File: src/rtl/core/nfab_pkg.sv
// Shared types and constants of the postfix regular expression to NFA builder.
package nfab_pkg;

   localparam int NFAB_MAX_STATES  = 256;
   localparam int NFAB_STACK_DEPTH = 32;
   localparam int NFAB_QUEUE_DEPTH = 2;

   localparam logic [7:0] SYM_CAT  = 8'h2E;
   localparam logic [7:0] SYM_ALT  = 8'h7C;
   localparam logic [7:0] SYM_STAR = 8'h2A;

   localparam logic [2:0] ST_OK        = 3'd0;
   localparam logic [2:0] ST_UNDERFLOW = 3'd1;
   localparam logic [2:0] ST_EMPTY     = 3'd2;
   localparam logic [2:0] ST_LEFTOVER  = 3'd3;
   localparam logic [2:0] ST_NOROOM    = 3'd4;

   localparam logic REC_EDGE = 1'b0;
   localparam logic REC_DONE = 1'b1;

   typedef enum logic [2:0] {
      OP_LIT,
      OP_CAT,
      OP_ALT,
      OP_STAR,
      OP_END
   } op_type;

   typedef struct packed {
      op_type     op;
      logic [7:0] symbol;
   } cmd_type;

   typedef struct packed {
      logic       rec_type;
      logic [7:0] from_state;
      logic [7:0] to_state;
      logic [7:0] label;
      logic       is_epsilon;
      logic [7:0] start_state;
      logic [7:0] final_state;
      logic [2:0] status;
      logic       last;
   } rsp_type;

   typedef enum logic [2:0] {
      BK_IDLE  = 3'b001,
      BK_FETCH = 3'b010,
      BK_EMIT  = 3'b100
   } back_state_type;

endpackage

File: src/rtl/core/nfab_ram.sv
// Generic single-port-write, single-port-read RAM with registered read data.
module nfab_ram #(
   parameter int WIDTH = 16,
   parameter int DEPTH = 32
) (
   input  logic                     clock,
   input  logic                     wr_en,
   input  logic [$clog2(DEPTH)-1:0] wr_addr,
   input  logic [WIDTH-1:0]         wr_data,
   input  logic                     rd_en,
   input  logic [$clog2(DEPTH)-1:0] rd_addr,
   output logic [WIDTH-1:0]         rd_data
);

   logic [WIDTH-1:0] mem_ff [DEPTH];
   logic [WIDTH-1:0] rd_data_ff;

   always_ff @(posedge clock) begin
      if (wr_en) begin
         mem_ff[wr_addr] <= wr_data;
      end
      if (rd_en) begin
         rd_data_ff <= mem_ff[rd_addr];
      end
   end

   assign rd_data = rd_data_ff;

endmodule

File: src/rtl/core/nfab_front.sv
// Front end: takes requests, classifies the symbol and queues the command.
module nfab_front import nfab_pkg::*; (
   input  logic       clock,
   input  logic       reset,
   input  logic       req_valid,
   output logic       req_ready,
   input  logic       req_kind,
   input  logic [7:0] req_symbol,
   output logic       cmd_valid,
   input  logic       cmd_ready,
   output cmd_type    cmd
);

   localparam int QAW = (NFAB_QUEUE_DEPTH > 1) ? $clog2(NFAB_QUEUE_DEPTH) : 1;
   localparam int QCW = $clog2(NFAB_QUEUE_DEPTH + 1);
   localparam logic [QAW-1:0] PTR_LAST = QAW'(NFAB_QUEUE_DEPTH - 1);
   localparam logic [QCW-1:0] FILL_FULL = QCW'(NFAB_QUEUE_DEPTH);

   cmd_type        q_ff [NFAB_QUEUE_DEPTH];
   logic [QAW-1:0] wr_ptr_ff, wr_ptr_in;
   logic [QAW-1:0] rd_ptr_ff, rd_ptr_in;
   logic [QCW-1:0] fill_ff, fill_in;
   cmd_type        cls;
   logic           push;
   logic           pop;

   always_comb begin
      cls.symbol = req_symbol;
      priority if (req_kind) begin
         cls.op = OP_END;
      end else if (req_symbol == SYM_CAT) begin
         cls.op = OP_CAT;
      end else if (req_symbol == SYM_ALT) begin
         cls.op = OP_ALT;
      end else if (req_symbol == SYM_STAR) begin
         cls.op = OP_STAR;
      end else begin
         cls.op = OP_LIT;
      end
   end

   assign req_ready = (fill_ff != FILL_FULL);
   assign cmd_valid = (fill_ff != '0);
   assign cmd       = q_ff[rd_ptr_ff];
   assign push      = req_valid && req_ready;
   assign pop       = cmd_valid && cmd_ready;

   always_comb begin
      wr_ptr_in = wr_ptr_ff;
      rd_ptr_in = rd_ptr_ff;
      fill_in   = fill_ff;
      if (push) begin
         wr_ptr_in = (wr_ptr_ff == PTR_LAST) ? '0 : wr_ptr_ff + 1'b1;
      end
      if (pop) begin
         rd_ptr_in = (rd_ptr_ff == PTR_LAST) ? '0 : rd_ptr_ff + 1'b1;
      end
      if (push && !pop) begin
         fill_in = fill_ff + 1'b1;
      end else if (pop && !push) begin
         fill_in = fill_ff - 1'b1;
      end
   end

   always_ff @(posedge clock) begin
      if (reset) begin
         wr_ptr_ff <= '0;
         rd_ptr_ff <= '0;
         fill_ff   <= '0;
      end else begin
         wr_ptr_ff <= wr_ptr_in;
         rd_ptr_ff <= rd_ptr_in;
         fill_ff   <= fill_in;
      end
   end

   always_ff @(posedge clock) begin
      if (push) begin
         q_ff[wr_ptr_ff] <= cls;
      end
   end

endmodule

File: src/rtl/core/nfab_back.sv
// Back end: fragment stack, state counter, edge emission and result register.
module nfab_back import nfab_pkg::*; #(
   parameter int MAX_STATES  = NFAB_MAX_STATES,
   parameter int STACK_DEPTH = NFAB_STACK_DEPTH
) (
   input  logic    clock,
   input  logic    reset,
   input  logic    cmd_valid,
   output logic    cmd_ready,
   input  cmd_type cmd,
   output logic    rsp_valid,
   input  logic    rsp_ready,
   output rsp_type rsp
);

   localparam int SW = $clog2(MAX_STATES);
   localparam int NW = $clog2(MAX_STATES + 1);
   localparam int CW = $clog2(STACK_DEPTH + 1);
   localparam int AW = $clog2(STACK_DEPTH);
   localparam int FW = 2 * SW;
   localparam logic [NW-1:0] ROOM_MAX   = NW'(MAX_STATES - 2);
   localparam logic [CW-1:0] STACK_FULL = CW'(STACK_DEPTH);

   function automatic logic [7:0] to_byte(input logic [SW-1:0] v);
      logic [SW+7:0] w;
      w = {8'b0, v};
      return w[7:0];
   endfunction

   back_state_type state_ff, state_in;
   logic [CW-1:0]  count_ff, count_in;
   logic [NW-1:0]  next_ff, next_in;
   logic [2:0]     err_ff, err_in;
   logic [SW-1:0]  tos_start_ff, tos_start_in;
   logic [SW-1:0]  tos_fin_ff, tos_fin_in;
   op_type         op_ff, op_in;
   logic [1:0]     step_ff, step_in;
   logic [SW-1:0]  s_ff, s_in;
   logic [SW-1:0]  a_start_ff, a_start_in;
   logic [SW-1:0]  a_fin_ff, a_fin_in;
   logic [SW-1:0]  b_start_ff, b_start_in;
   logic [SW-1:0]  b_fin_ff, b_fin_in;
   logic           rsp_valid_ff, rsp_valid_in;
   rsp_type        rsp_ff, rsp_in;

   logic           out_free;
   logic           load;
   logic           room;
   logic [SW-1:0]  new_s;
   logic [SW-1:0]  e_emit;
   logic [CW-1:0]  cnt_m1;
   logic [CW-1:0]  cnt_m2;
   logic           ram_wr_en;
   logic           ram_rd_en;
   logic [FW-1:0]  ram_rd_data;
   logic [SW-1:0]  nos_start;
   logic [SW-1:0]  nos_fin;
   logic [SW-1:0]  edge_from;
   logic [SW-1:0]  edge_to;
   logic [1:0]     last_step;

   assign out_free  = !rsp_valid_ff || rsp_ready;
   assign room      = (next_ff <= ROOM_MAX);
   assign new_s     = next_ff[SW-1:0];
   assign e_emit    = s_ff + 1'b1;
   assign cnt_m1    = count_ff - CW'(1);
   assign cnt_m2    = count_ff - CW'(2);
   assign nos_start = ram_rd_data[FW-1:SW];
   assign nos_fin   = ram_rd_data[SW-1:0];

   // Fragments below the top of stack live in the RAM; the top is in registers.
   nfab_ram #(
      .WIDTH (FW),
      .DEPTH (STACK_DEPTH)
   ) u_stack (
      .clock   (clock),
      .wr_en   (ram_wr_en),
      .wr_addr (cnt_m1[AW-1:0]),
      .wr_data ({tos_start_ff, tos_fin_ff}),
      .rd_en   (ram_rd_en),
      .rd_addr (cnt_m2[AW-1:0]),
      .rd_data (ram_rd_data)
   );

   always_comb begin
      edge_from = s_ff;
      edge_to   = a_start_ff;
      last_step = 2'd3;
      unique case (op_ff)
         OP_CAT: begin
            edge_from = a_fin_ff;
            edge_to   = b_start_ff;
            last_step = 2'd0;
         end
         OP_ALT: begin
            unique case (step_ff)
               2'd0: begin edge_from = s_ff;     edge_to = a_start_ff; end
               2'd1: begin edge_from = s_ff;     edge_to = b_start_ff; end
               2'd2: begin edge_from = a_fin_ff; edge_to = e_emit;     end
               2'd3: begin edge_from = b_fin_ff; edge_to = e_emit;     end
               default: ;
            endcase
         end
         OP_STAR: begin
            unique case (step_ff)
               2'd0: begin edge_from = s_ff;     edge_to = a_start_ff; end
               2'd1: begin edge_from = s_ff;     edge_to = e_emit;     end
               2'd2: begin edge_from = a_fin_ff; edge_to = a_start_ff; end
               2'd3: begin edge_from = a_fin_ff; edge_to = e_emit;     end
               default: ;
            endcase
         end
         default: ;
      endcase
   end

   always_comb begin
      state_in     = state_ff;
      count_in     = count_ff;
      next_in      = next_ff;
      err_in       = err_ff;
      tos_start_in = tos_start_ff;
      tos_fin_in   = tos_fin_ff;
      op_in        = op_ff;
      step_in      = step_ff;
      s_in         = s_ff;
      a_start_in   = a_start_ff;
      a_fin_in     = a_fin_ff;
      b_start_in   = b_start_ff;
      b_fin_in     = b_fin_ff;
      cmd_ready    = 1'b0;
      ram_wr_en    = 1'b0;
      ram_rd_en    = 1'b0;
      load         = 1'b0;
      rsp_in       = '0;

      unique case (state_ff)
         BK_IDLE: begin
            if (cmd_valid) begin
               if (cmd.op == OP_END) begin
                  if (out_free) begin
                     cmd_ready       = 1'b1;
                     load            = 1'b1;
                     rsp_in.rec_type = REC_DONE;
                     rsp_in.last     = 1'b1;
                     priority if (err_ff != ST_OK) begin
                        rsp_in.status = err_ff;
                     end else if (count_ff == '0) begin
                        rsp_in.status = ST_EMPTY;
                     end else if (count_ff != CW'(1)) begin
                        rsp_in.status = ST_LEFTOVER;
                     end else begin
                        rsp_in.status      = ST_OK;
                        rsp_in.start_state = to_byte(tos_start_ff);
                        rsp_in.final_state = to_byte(tos_fin_ff);
                     end
                     count_in = '0;
                     next_in  = '0;
                     err_in   = ST_OK;
                  end
               end else if (err_ff != ST_OK) begin
                  // Symbols after an error are dropped until the end marker.
                  cmd_ready = 1'b1;
               end else begin
                  unique case (cmd.op)
                     OP_LIT: begin
                        if (!room || count_ff == STACK_FULL) begin
                           cmd_ready = 1'b1;
                           err_in    = ST_NOROOM;
                        end else if (out_free) begin
                           cmd_ready         = 1'b1;
                           load              = 1'b1;
                           rsp_in.rec_type   = REC_EDGE;
                           rsp_in.from_state = to_byte(new_s);
                           rsp_in.to_state   = to_byte(new_s + 1'b1);
                           rsp_in.label      = cmd.symbol;
                           rsp_in.last       = 1'b1;
                           ram_wr_en         = (count_ff != '0);
                           tos_start_in      = new_s;
                           tos_fin_in        = new_s + 1'b1;
                           count_in          = count_ff + 1'b1;
                           next_in           = next_ff + NW'(2);
                        end
                     end
                     OP_STAR: begin
                        cmd_ready = 1'b1;
                        if (count_ff == '0) begin
                           err_in = ST_UNDERFLOW;
                        end else if (!room) begin
                           err_in = ST_NOROOM;
                        end else begin
                           op_in        = OP_STAR;
                           step_in      = 2'd0;
                           s_in         = new_s;
                           a_start_in   = tos_start_ff;
                           a_fin_in     = tos_fin_ff;
                           tos_start_in = new_s;
                           tos_fin_in   = new_s + 1'b1;
                           next_in      = next_ff + NW'(2);
                           state_in     = BK_EMIT;
                        end
                     end
                     OP_CAT, OP_ALT: begin
                        cmd_ready = 1'b1;
                        if (count_ff < CW'(2)) begin
                           err_in = ST_UNDERFLOW;
                        end else if (cmd.op == OP_ALT && !room) begin
                           err_in = ST_NOROOM;
                        end else begin
                           ram_rd_en = 1'b1;
                           op_in     = cmd.op;
                           step_in   = 2'd0;
                           state_in  = BK_FETCH;
                        end
                     end
                     default: ;
                  endcase
               end
            end
         end

         BK_FETCH: begin
            // The fragment below the top has arrived from the stack RAM.
            a_start_in = nos_start;
            a_fin_in   = nos_fin;
            b_start_in = tos_start_ff;
            b_fin_in   = tos_fin_ff;
            count_in   = cnt_m1;
            if (op_ff == OP_ALT) begin
               s_in         = new_s;
               tos_start_in = new_s;
               tos_fin_in   = new_s + 1'b1;
               next_in      = next_ff + NW'(2);
            end else begin
               tos_start_in = nos_start;
            end
            state_in = BK_EMIT;
         end

         BK_EMIT: begin
            if (out_free) begin
               load              = 1'b1;
               rsp_in.rec_type   = REC_EDGE;
               rsp_in.from_state = to_byte(edge_from);
               rsp_in.to_state   = to_byte(edge_to);
               rsp_in.is_epsilon = 1'b1;
               rsp_in.last       = (step_ff == last_step);
               if (step_ff == last_step) begin
                  state_in = BK_IDLE;
               end else begin
                  step_in = step_ff + 1'b1;
               end
            end
         end

         default: begin
            state_in = BK_IDLE;
         end
      endcase

      if (load) begin
         rsp_valid_in = 1'b1;
      end else if (rsp_ready) begin
         rsp_valid_in = 1'b0;
      end else begin
         rsp_valid_in = rsp_valid_ff;
      end
   end

   always_ff @(posedge clock) begin
      if (reset) begin
         state_ff     <= BK_IDLE;
         count_ff     <= '0;
         next_ff      <= '0;
         err_ff       <= ST_OK;
         rsp_valid_ff <= 1'b0;
      end else begin
         state_ff     <= state_in;
         count_ff     <= count_in;
         next_ff      <= next_in;
         err_ff       <= err_in;
         rsp_valid_ff <= rsp_valid_in;
      end
   end

   always_ff @(posedge clock) begin
      tos_start_ff <= tos_start_in;
      tos_fin_ff   <= tos_fin_in;
      op_ff        <= op_in;
      step_ff      <= step_in;
      s_ff         <= s_in;
      a_start_ff   <= a_start_in;
      a_fin_ff     <= a_fin_in;
      b_start_ff   <= b_start_in;
      b_fin_ff     <= b_fin_in;
      if (load) begin
         rsp_ff <= rsp_in;
      end
   end

   assign rsp_valid = rsp_valid_ff;
   assign rsp       = rsp_ff;

endmodule

File: src/rtl/core/postfix_regex_to_nfa_builder_top.sv
// Top level of the postfix regular expression to NFA builder.
//
//   Channel   Direction  Handshake              Payload
//   req_      in         req_valid / req_ready  req_kind, req_symbol
//   rsp_      out        rsp_valid / rsp_ready  rsp_rec_type ... rsp_last (one edge or done)
//
// The front end queues up to two classified requests, so requests keep flowing while the
// back end works. The back end issues each request from idle; concatenation and union then
// read the fragment below the top from the stack RAM, and every edge goes out in turn
// through the single result register, which a low rsp_ready can stall.
// Reset is synchronous and active high; it empties the queue and the stack, and the
// stack RAM needs no clearing since only entries below the fill count are read.
// A stalled rsp_ready holds the current result and, once the queue fills, req_ready.
module postfix_regex_to_nfa_builder_top import nfab_pkg::*; #(
   parameter int MAX_STATES  = NFAB_MAX_STATES,
   parameter int STACK_DEPTH = NFAB_STACK_DEPTH
) (
   input  logic       clock,
   input  logic       reset,
   input  logic       req_valid,
   output logic       req_ready,
   input  logic       req_kind,
   input  logic [7:0] req_symbol,
   output logic       rsp_valid,
   input  logic       rsp_ready,
   output logic       rsp_rec_type,
   output logic [7:0] rsp_from_state,
   output logic [7:0] rsp_to_state,
   output logic [7:0] rsp_label,
   output logic       rsp_is_epsilon,
   output logic [7:0] rsp_start_state,
   output logic [7:0] rsp_final_state,
   output logic [2:0] rsp_status,
   output logic       rsp_last
);

   logic    cmd_valid;
   logic    cmd_ready;
   cmd_type cmd;
   rsp_type rsp;

   nfab_front u_front (
      .clock      (clock),
      .reset      (reset),
      .req_valid  (req_valid),
      .req_ready  (req_ready),
      .req_kind   (req_kind),
      .req_symbol (req_symbol),
      .cmd_valid  (cmd_valid),
      .cmd_ready  (cmd_ready),
      .cmd        (cmd)
   );

   nfab_back #(
      .MAX_STATES  (MAX_STATES),
      .STACK_DEPTH (STACK_DEPTH)
   ) u_back (
      .clock     (clock),
      .reset     (reset),
      .cmd_valid (cmd_valid),
      .cmd_ready (cmd_ready),
      .cmd       (cmd),
      .rsp_valid (rsp_valid),
      .rsp_ready (rsp_ready),
      .rsp       (rsp)
   );

   assign rsp_rec_type    = rsp.rec_type;
   assign rsp_from_state  = rsp.from_state;
   assign rsp_to_state    = rsp.to_state;
   assign rsp_label       = rsp.label;
   assign rsp_is_epsilon  = rsp.is_epsilon;
   assign rsp_start_state = rsp.start_state;
   assign rsp_final_state = rsp.final_state;
   assign rsp_status      = rsp.status;
   assign rsp_last        = rsp.last;

endmodule

File: config.mk
export PLATFORM = sky130hd
export DESIGN_NAME = postfix_regex_to_nfa_builder_top
export DESIGN_NICKNAME = d
export VERILOG_FILES = /design/src/rtl/core/nfab_pkg.sv /design/src/rtl/core/nfab_ram.sv /design/src/rtl/core/nfab_front.sv /design/src/rtl/core/nfab_back.sv /design/src/rtl/core/postfix_regex_to_nfa_builder_top.sv
export SDC_FILE = /design/constraint.sdc
export NUM_CORES = 1
export LEC_CHECK = 0
export BUFFER_PORTS_ARGS = -buffer_cell sky130_fd_sc_hd__clkbuf_2
export CAP_MARGIN = 15
export CORE_MARGIN = 10
export CORE_UTILIZATION = 45
export CTS_BUF_LIST = sky130_fd_sc_hd__clkbuf_4
export CTS_CLUSTER_SIZE = 12
export DETAILED_ROUTE_END_ITERATION = 16
export SYNTH_ARGS = -nofsm -noshare
export SYNTH_HDL_FRONTEND = slang
export SYNTH_HIERARCHICAL = 1
export SYNTH_SLANG_ARGS = --single-unit
File: constraint.sdc
create_clock -name clock -period 4.7 [get_ports clock]
set_input_delay 1.41 -clock clock [delete_from_list [all_inputs] [get_ports clock]]
set_output_delay 1.41 -clock clock [all_outputs]
set_load 0.02 [all_outputs]
; ---- Yosys cells after proc, flatten, opt, wreduce, memory -nomap -nowiden
; Memories as Yosys holds them, arrays and structs flattened. A register that Yosys moved wholly into a read port is not among the register bits.
; Index checks and enable logic that the tools add are counted.
[classes]
n_mux = 165
n_reduce_logical = 42
add_sub_neg = 11
bitwise_logic = 6
n_eq_ne = 56
magnitude_cmp = 2
[ops]
columns = op, count
row1 = two-way mux 8 bit, 33
row2 = one-hot mux 8 bit (2 select lines), 9
row3 = two-way mux 25 bit, 4
row4 = one-hot mux 8 bit (3 select lines), 4
row5 = two-way mux 9 bit, 9
row6 = two-way mux 3 bit, 26
row7 = two-way mux 16 bit, 4
row8 = two-way mux 24 bit, 2
row9 = two-way mux 6 bit, 7
row10 = two-way mux 1 bit, 39
row11 = one-hot mux 9 bit (2 select lines), 2
row12 = one-hot mux 17 bit (2 select lines), 1
row13 = AND reduction 10 bit, 3
row14 = two-way mux 2 bit, 14
row15 = two-way mux 20 bit, 1
row16 = inequality test 2 bit (second input constant), 10
row17 = inequality test 3 x 2 -> 1 bit (second input constant), 6
row18 = inequality test 3 bit (second input constant), 6
row19 = one-hot mux 3 bit (3 select lines), 2
row20 = AND reduction 9 bit, 2
row21 = adder 8 x 1 -> 8 bit (second input constant), 2
row22 = == test 8 x 6 -> 1 bit (second input constant), 2
row23 = inequality test 2 x 1 -> 1 bit (second input constant), 8
row24 = AND reduction 8 bit, 2
row25 = 45 further kinds, 84
[totals]
mem_bits_rw = 534
input_bits = 13
out_inout_bits = 48
mem_count = 2
ff_bits = 133
wordCells = 310
[memory_table]
columns = memory, depth, word_bits, read_ports, rd_clocked_by_memory_dff, write_ports, line
row1 = u_back.u_stack.mem_ff, 32, 16, 1, 1, 1, nfab_ram.sv:15  ; logic [WIDTH-1:0] mem_ff [DEPTH];
row2 = u_front.q_ff, 2, 11, 1, 1, 1, nfab_front.sv:19  ; cmd_type q_ff [NFAB_QUEUE_DEPTH];

; ---- Longest topological paths before layout
[depth]
word_depth = 13
depth_mapped = 12
mapped_depth_nobuf = 10

; ---- Cells and area by module
; Netlist, hierarchy kept.
[modules_own_cells]
columns = module, instances, area_each_um2, cells_each, seq_area_each_um2
row1 = nfab_ram, 1, 20694.8, 1143, 15855.2
row2 = nfab_back, 1, 6224.7, 583, 3523.4
row3 = nfab_front, 1, 1066.0, 64, 760.7

; ---- Worst setup path before layout
; OpenSTA, ideal clock, no wires.
[synth_timing]
path_type = input to register
from = input rsp_ready
to = memory u_back.u_stack.mem_ff[28][0] (enable)
t_required_ps = 4312
cell_stages = 7
t_arrival_ps = 3438
n_path_buf = 2
setup_slack_ps = 874
setup_ps = 388
cell_sequence = nor2b_1 nor3_2 buf_2 and2_1 or3b_2 clkbuf_1 nor2_1
[synth_between]
elab_chain_len = 10
[synth_lines]
columns = item, line
row1 = "start, declared", postfix_regex_to_nfa_builder_top.sv:25  ; input logic rsp_ready,
row2 = logical OR 1 bit, nfab_back.sv:62  ; assign out_free = !rsp_valid_ff || rsp_ready;
row3 = two-way mux 1 bit, nfab_back.sv:170  ; end else if (out_free) begin
row4 = two-way mux 1 bit, nfab_back.sv:167  ; if (!room || count_ff == STACK_FULL) begin
row5 = two-way mux 1 bit, nfab_back.sv:165  ; unique case (cmd.op)
row6 = two-way mux 1 bit, nfab_back.sv:161  ; end else if (err_ff != ST_OK) begin
row7 = two-way mux 1 bit, nfab_back.sv:140  ; if (cmd.op == OP_END) begin
row8 = two-way mux 1 bit, nfab_back.sv:139  ; if (cmd_valid) begin
row9 = two-way mux 1 bit, nfab_back.sv:137  ; unique case (state_ff)
row10 = via u_back.ram_wr_en, nfab_back.sv:53  ; logic ram_wr_en;
row11 = two-way mux 1 bit, nfab_ram.sv:19  ; if (wr_en) begin
row12 = two-way mux 1 bit (not written as such), nfab_ram.sv:20  ; mem_ff[wr_addr] <= wr_data;
row13 = "end, declared", nfab_ram.sv:15
; The timed path passes the listed nets, and every way through them passes these cells.

==> flow_metrics.env <==
export IMPL_critPathLaunchType="flip-flop"
export IMPL_worstSetupPathType="reg -> reg"
export IMPL_cts_tree="built"
export IMPL_first_pass_iters=7
export IMPL_antenna_found_initial=3
export IMPL_ant_nets=0
export IMPL_synth_sequential_area_ratio_pct=72.0
export IMPL_final_cells=2985
export IMPL_avgSynthCellArea_um2=15.6
export IMPL_path_cells="mux2_2 > nor3b_4 > or3_1 > nor3_2 > and2_1 > or3b_2 > nor2_1 > buf_4"
export IMPL_synth_edf_count=654
export IMPL_cts_buffer_depth=3
export IMPL_cts_resized=0
export IMPL_wl_met2_um=33000
export IMPL_multi_input_area_um2=7220
export IMPL_rsz0062_at_grt="no"
export IMPL_nNetsFinal=2041
export IMPL_grt_pass1_wl_um=102000
export IMPL_fin_area_um2=31400
export IMPL_io_buffers=60
export IMPL_synth_seq_cells=679
export IMPL_wl_per_cell_um=23.0
export IMPL_start_util_pct=45.4
export IMPL_wl_met1_um=29400
export IMPL_crit_required_ns=5.42
export IMPL_cellPowerDensity_nw_per_um2=534
export IMPL_grt_max_degree=136
export IMPL_wl_met3_um=4310
export IMPL_gp_congestion=0.870
export IMPL_overflow=0
export IMPL_p_leak_uw=0.0104
export IMPL_end_kind="flip-flop"
export IMPL_cts_made_buffers=171
export IMPL_synth_cell_types=78
export IMPL_critical_path_max_stage_delay_ns=0.66
export IMPL_viasPerCell=5.50
export IMPL_syn_inst=1790
export IMPL_syn_to_final_growth_pct=12.3
export IMPL_grt_usage_pct=18.6
export IMPL_via_count=16400
export IMPL_worstHoldPathType="reg -> reg"
export IMPL_hp_start="u_back/err_ff[2]"
export IMPL_fp_row_count=91
export IMPL_critical_path_top_delay_family="simple AND/OR/NAND/NOR gates"
export IMPL_hold_ws_ns=0.495
export IMPL_r2r_slack_ns=0.76
export IMPL_cts_sinks=679
export IMPL_crit_fanout=11
export IMPL_min_delay_worst_endpoint="u_back/err_ff[2]"
export IMPL_synthFlopType="edfxtp_1"
export IMPL_cts_htree_levels=4
export IMPL_fin_crit_ns=3.94
export IMPL_crit_buf_inv=1
export IMPL_coreArea_um2=61600
export IMPL_root_buffer="clkbuf_4"
export IMPL_top_layer_used="met4"
export IMPL_maxCapViolCount=0
export IMPL_arrival_ns=4.66
export IMPL_r2r_end="u_back/u_stack/mem_ff[12][12]"
export IMPL_peakVddDrop_uv=396
export IMPL_hold_viol_final=0
export IMPL_ff_latch_area_um2=20100
export IMPL_die_area_um2=72600
export IMPL_hold_depth=2
export IMPL_relSlewSlack_pct=27.8
export IMPL_first_iter_violations=1692
export IMPL_slew_violations=0
export IMPL_placed_cell_area_um2=29300
export IMPL_clkSlewWorstSetupHoldPaths_ns=0.06
export IMPL_cp_slowest_cell="or3b_2"
export IMPL_first_global_vias=16500
export IMPL_pin_count=61
export IMPL_clock_latency_ns=1.03
export IMPL_die_y_um=269
export IMPL_power_total_uw=16800
export IMPL_fp_dieW_um=269
export IMPL_max_freq_mhz=254
export IMPL_n_fill_cell=5178
export IMPL_reg2regPathDepth=8
export IMPL_remaining_drc_errors=0
export IMPL_syn_cell_area_um2=28000
export IMPL_report_final_setup_viol=0
export IMPL_dp_hpwl_um=41700
export IMPL_async_flop_share_pct=0
export IMPL_post_cts_buffers=0
export IMPL_layout_commonest_cell="edfxtp_1"
export IMPL_mostFrequentLayoutCells="edfxtp_1 (654), mux2i_1 (264), clkbuf_4 (253)"
export IMPL_worst_pin_slew_ns=1.08
export IMPL_postCtsHoldBufs=0
export IMPL_yosysWarnings=6
export IMPL_drive_above_1_share_pct=20.7
export IMPL_post_route_period_util_pct=83.9
export IMPL_drt_wl_total_um=68700
export IMPL_place_inst=2678
export IMPL_setup_tns_final_ns=0
export IMPL_skew_ns=0.0382
export IMPL_status="finished, final reports clean"
## worst register-to-register path: stages (launching register included)
cell	delay, ns
dfxtp_1	0.62
mux2_2	0.48
nor3b_4	0.21
or3_1	0.44
nor3_2	0.17
and2_1	0.28
or3b_2	0.66
nor2_1	0.49
buf_4	0.30
## how the worst max path moves through the flow
| stage | from | depth (start not counted) | end |
|---|---|---|---|
| after detailed placement | flip-flop | 8 | u_back/u_stack/mem_ff[12][7] |
| after global placement | flip-flop | 8 | u_back/u_stack/mem_ff[12][1] |
| after floorplan | rsp_ready | 7 | u_back/u_stack/mem_ff[28][0] |
| after global routing | flip-flop | 8 | u_back/u_stack/mem_ff[12][15] |
| after CTS | flip-flop | 8 | u_back/u_stack/mem_ff[12][15] |
| final | flip-flop | 8 | u_back/u_stack/mem_ff[12][12] |
## power breakdown
| group | total [µW] | leakage [µW] | internal [µW] | switching [µW] |
|---|---|---|---|---|
| Clock | 4790 | 0.00126 | 2510 | 2280 |
| Combinational | 4680 | 0.00299 | 1520 | 3160 |
| Sequential | 7300 | 0.00610 | 7140 | 154 |
## through the flow
step	setup WS, ns	utilization [%]
finish	0.757	51.0
global route	0.580	51.0
CTS	0.764	51.0
detailed placement	0.816	47.5
global placement	0.901	47.5
floorplan	0.874	-
## per-layer routing
layer  vias to the layer above  track usage (%)
met4                         0             8.32
met5                         -                0
met3                       129             4.19
met1                      8181             24.2
met2                       634             29.6
li1                       7471                -
## cells in the mapped netlist (all sizes together) (14+ instances only)
library cell | instances | area, µm²
o21ai | 23 | 115
ha | 14 | 175
a31oi | 17 | 106
mux2 | 18 | 203
nand4 | 22 | 138
nor2 | 94 | 365
nand2 | 133 | 499
dfxtp | 25 | 500
and2 | 31 | 194
mux2i | 264 | 2640
inv | 14 | 52.6
a22o | 33 | 289
nand3 | 43 | 215
nor3 | 24 | 136
a22oi | 80 | 601
a21oi | 67 | 339
buf | 69 | 577
clkbuf | 33 | 125
edfxtp | 654 | 19600
## flip-flops by register name, summed over array words and instances (netlist names), 8 cells and up, named ones only
name / flops
u_back/b_start_ff: 8
u_back/a_start_ff: 8
u_back/rsp: 46
u_back/next_ff: 8
u_back/tos_start_ff: 8
u_front/q_ff: 22
u_back/u_stack/mem_ff: 512
u_back/a_fin_ff: 8
u_back/u_stack/rd_data: 16
## cells by family after synthesis
logic type / after synthesis / share of synthesized area (%)
flops: 679 / 72.0
simple gates: 418 / 7.55
xor+xnor: 10 / 0.313
mux: 282 / 10.2
compound gates: 268 / 6.64
buf+inv: 117 / 2.71
other cells: 2 / 0.0268
fa+ha+maj: 14 / 0.626
## layout make-up
class                      instances  share of cell area [%]
sequential                       679                    64.1
multi-input combinational       1025                    23.0
clock buffer                     253                    6.05
tap                              837                    3.33
timing repair buffer             122                    2.56
clock inverter                    46                   0.721
inverter                          15                   0.183
antenna                            8                  0.0637
Power figures use the tool's default switching activity.
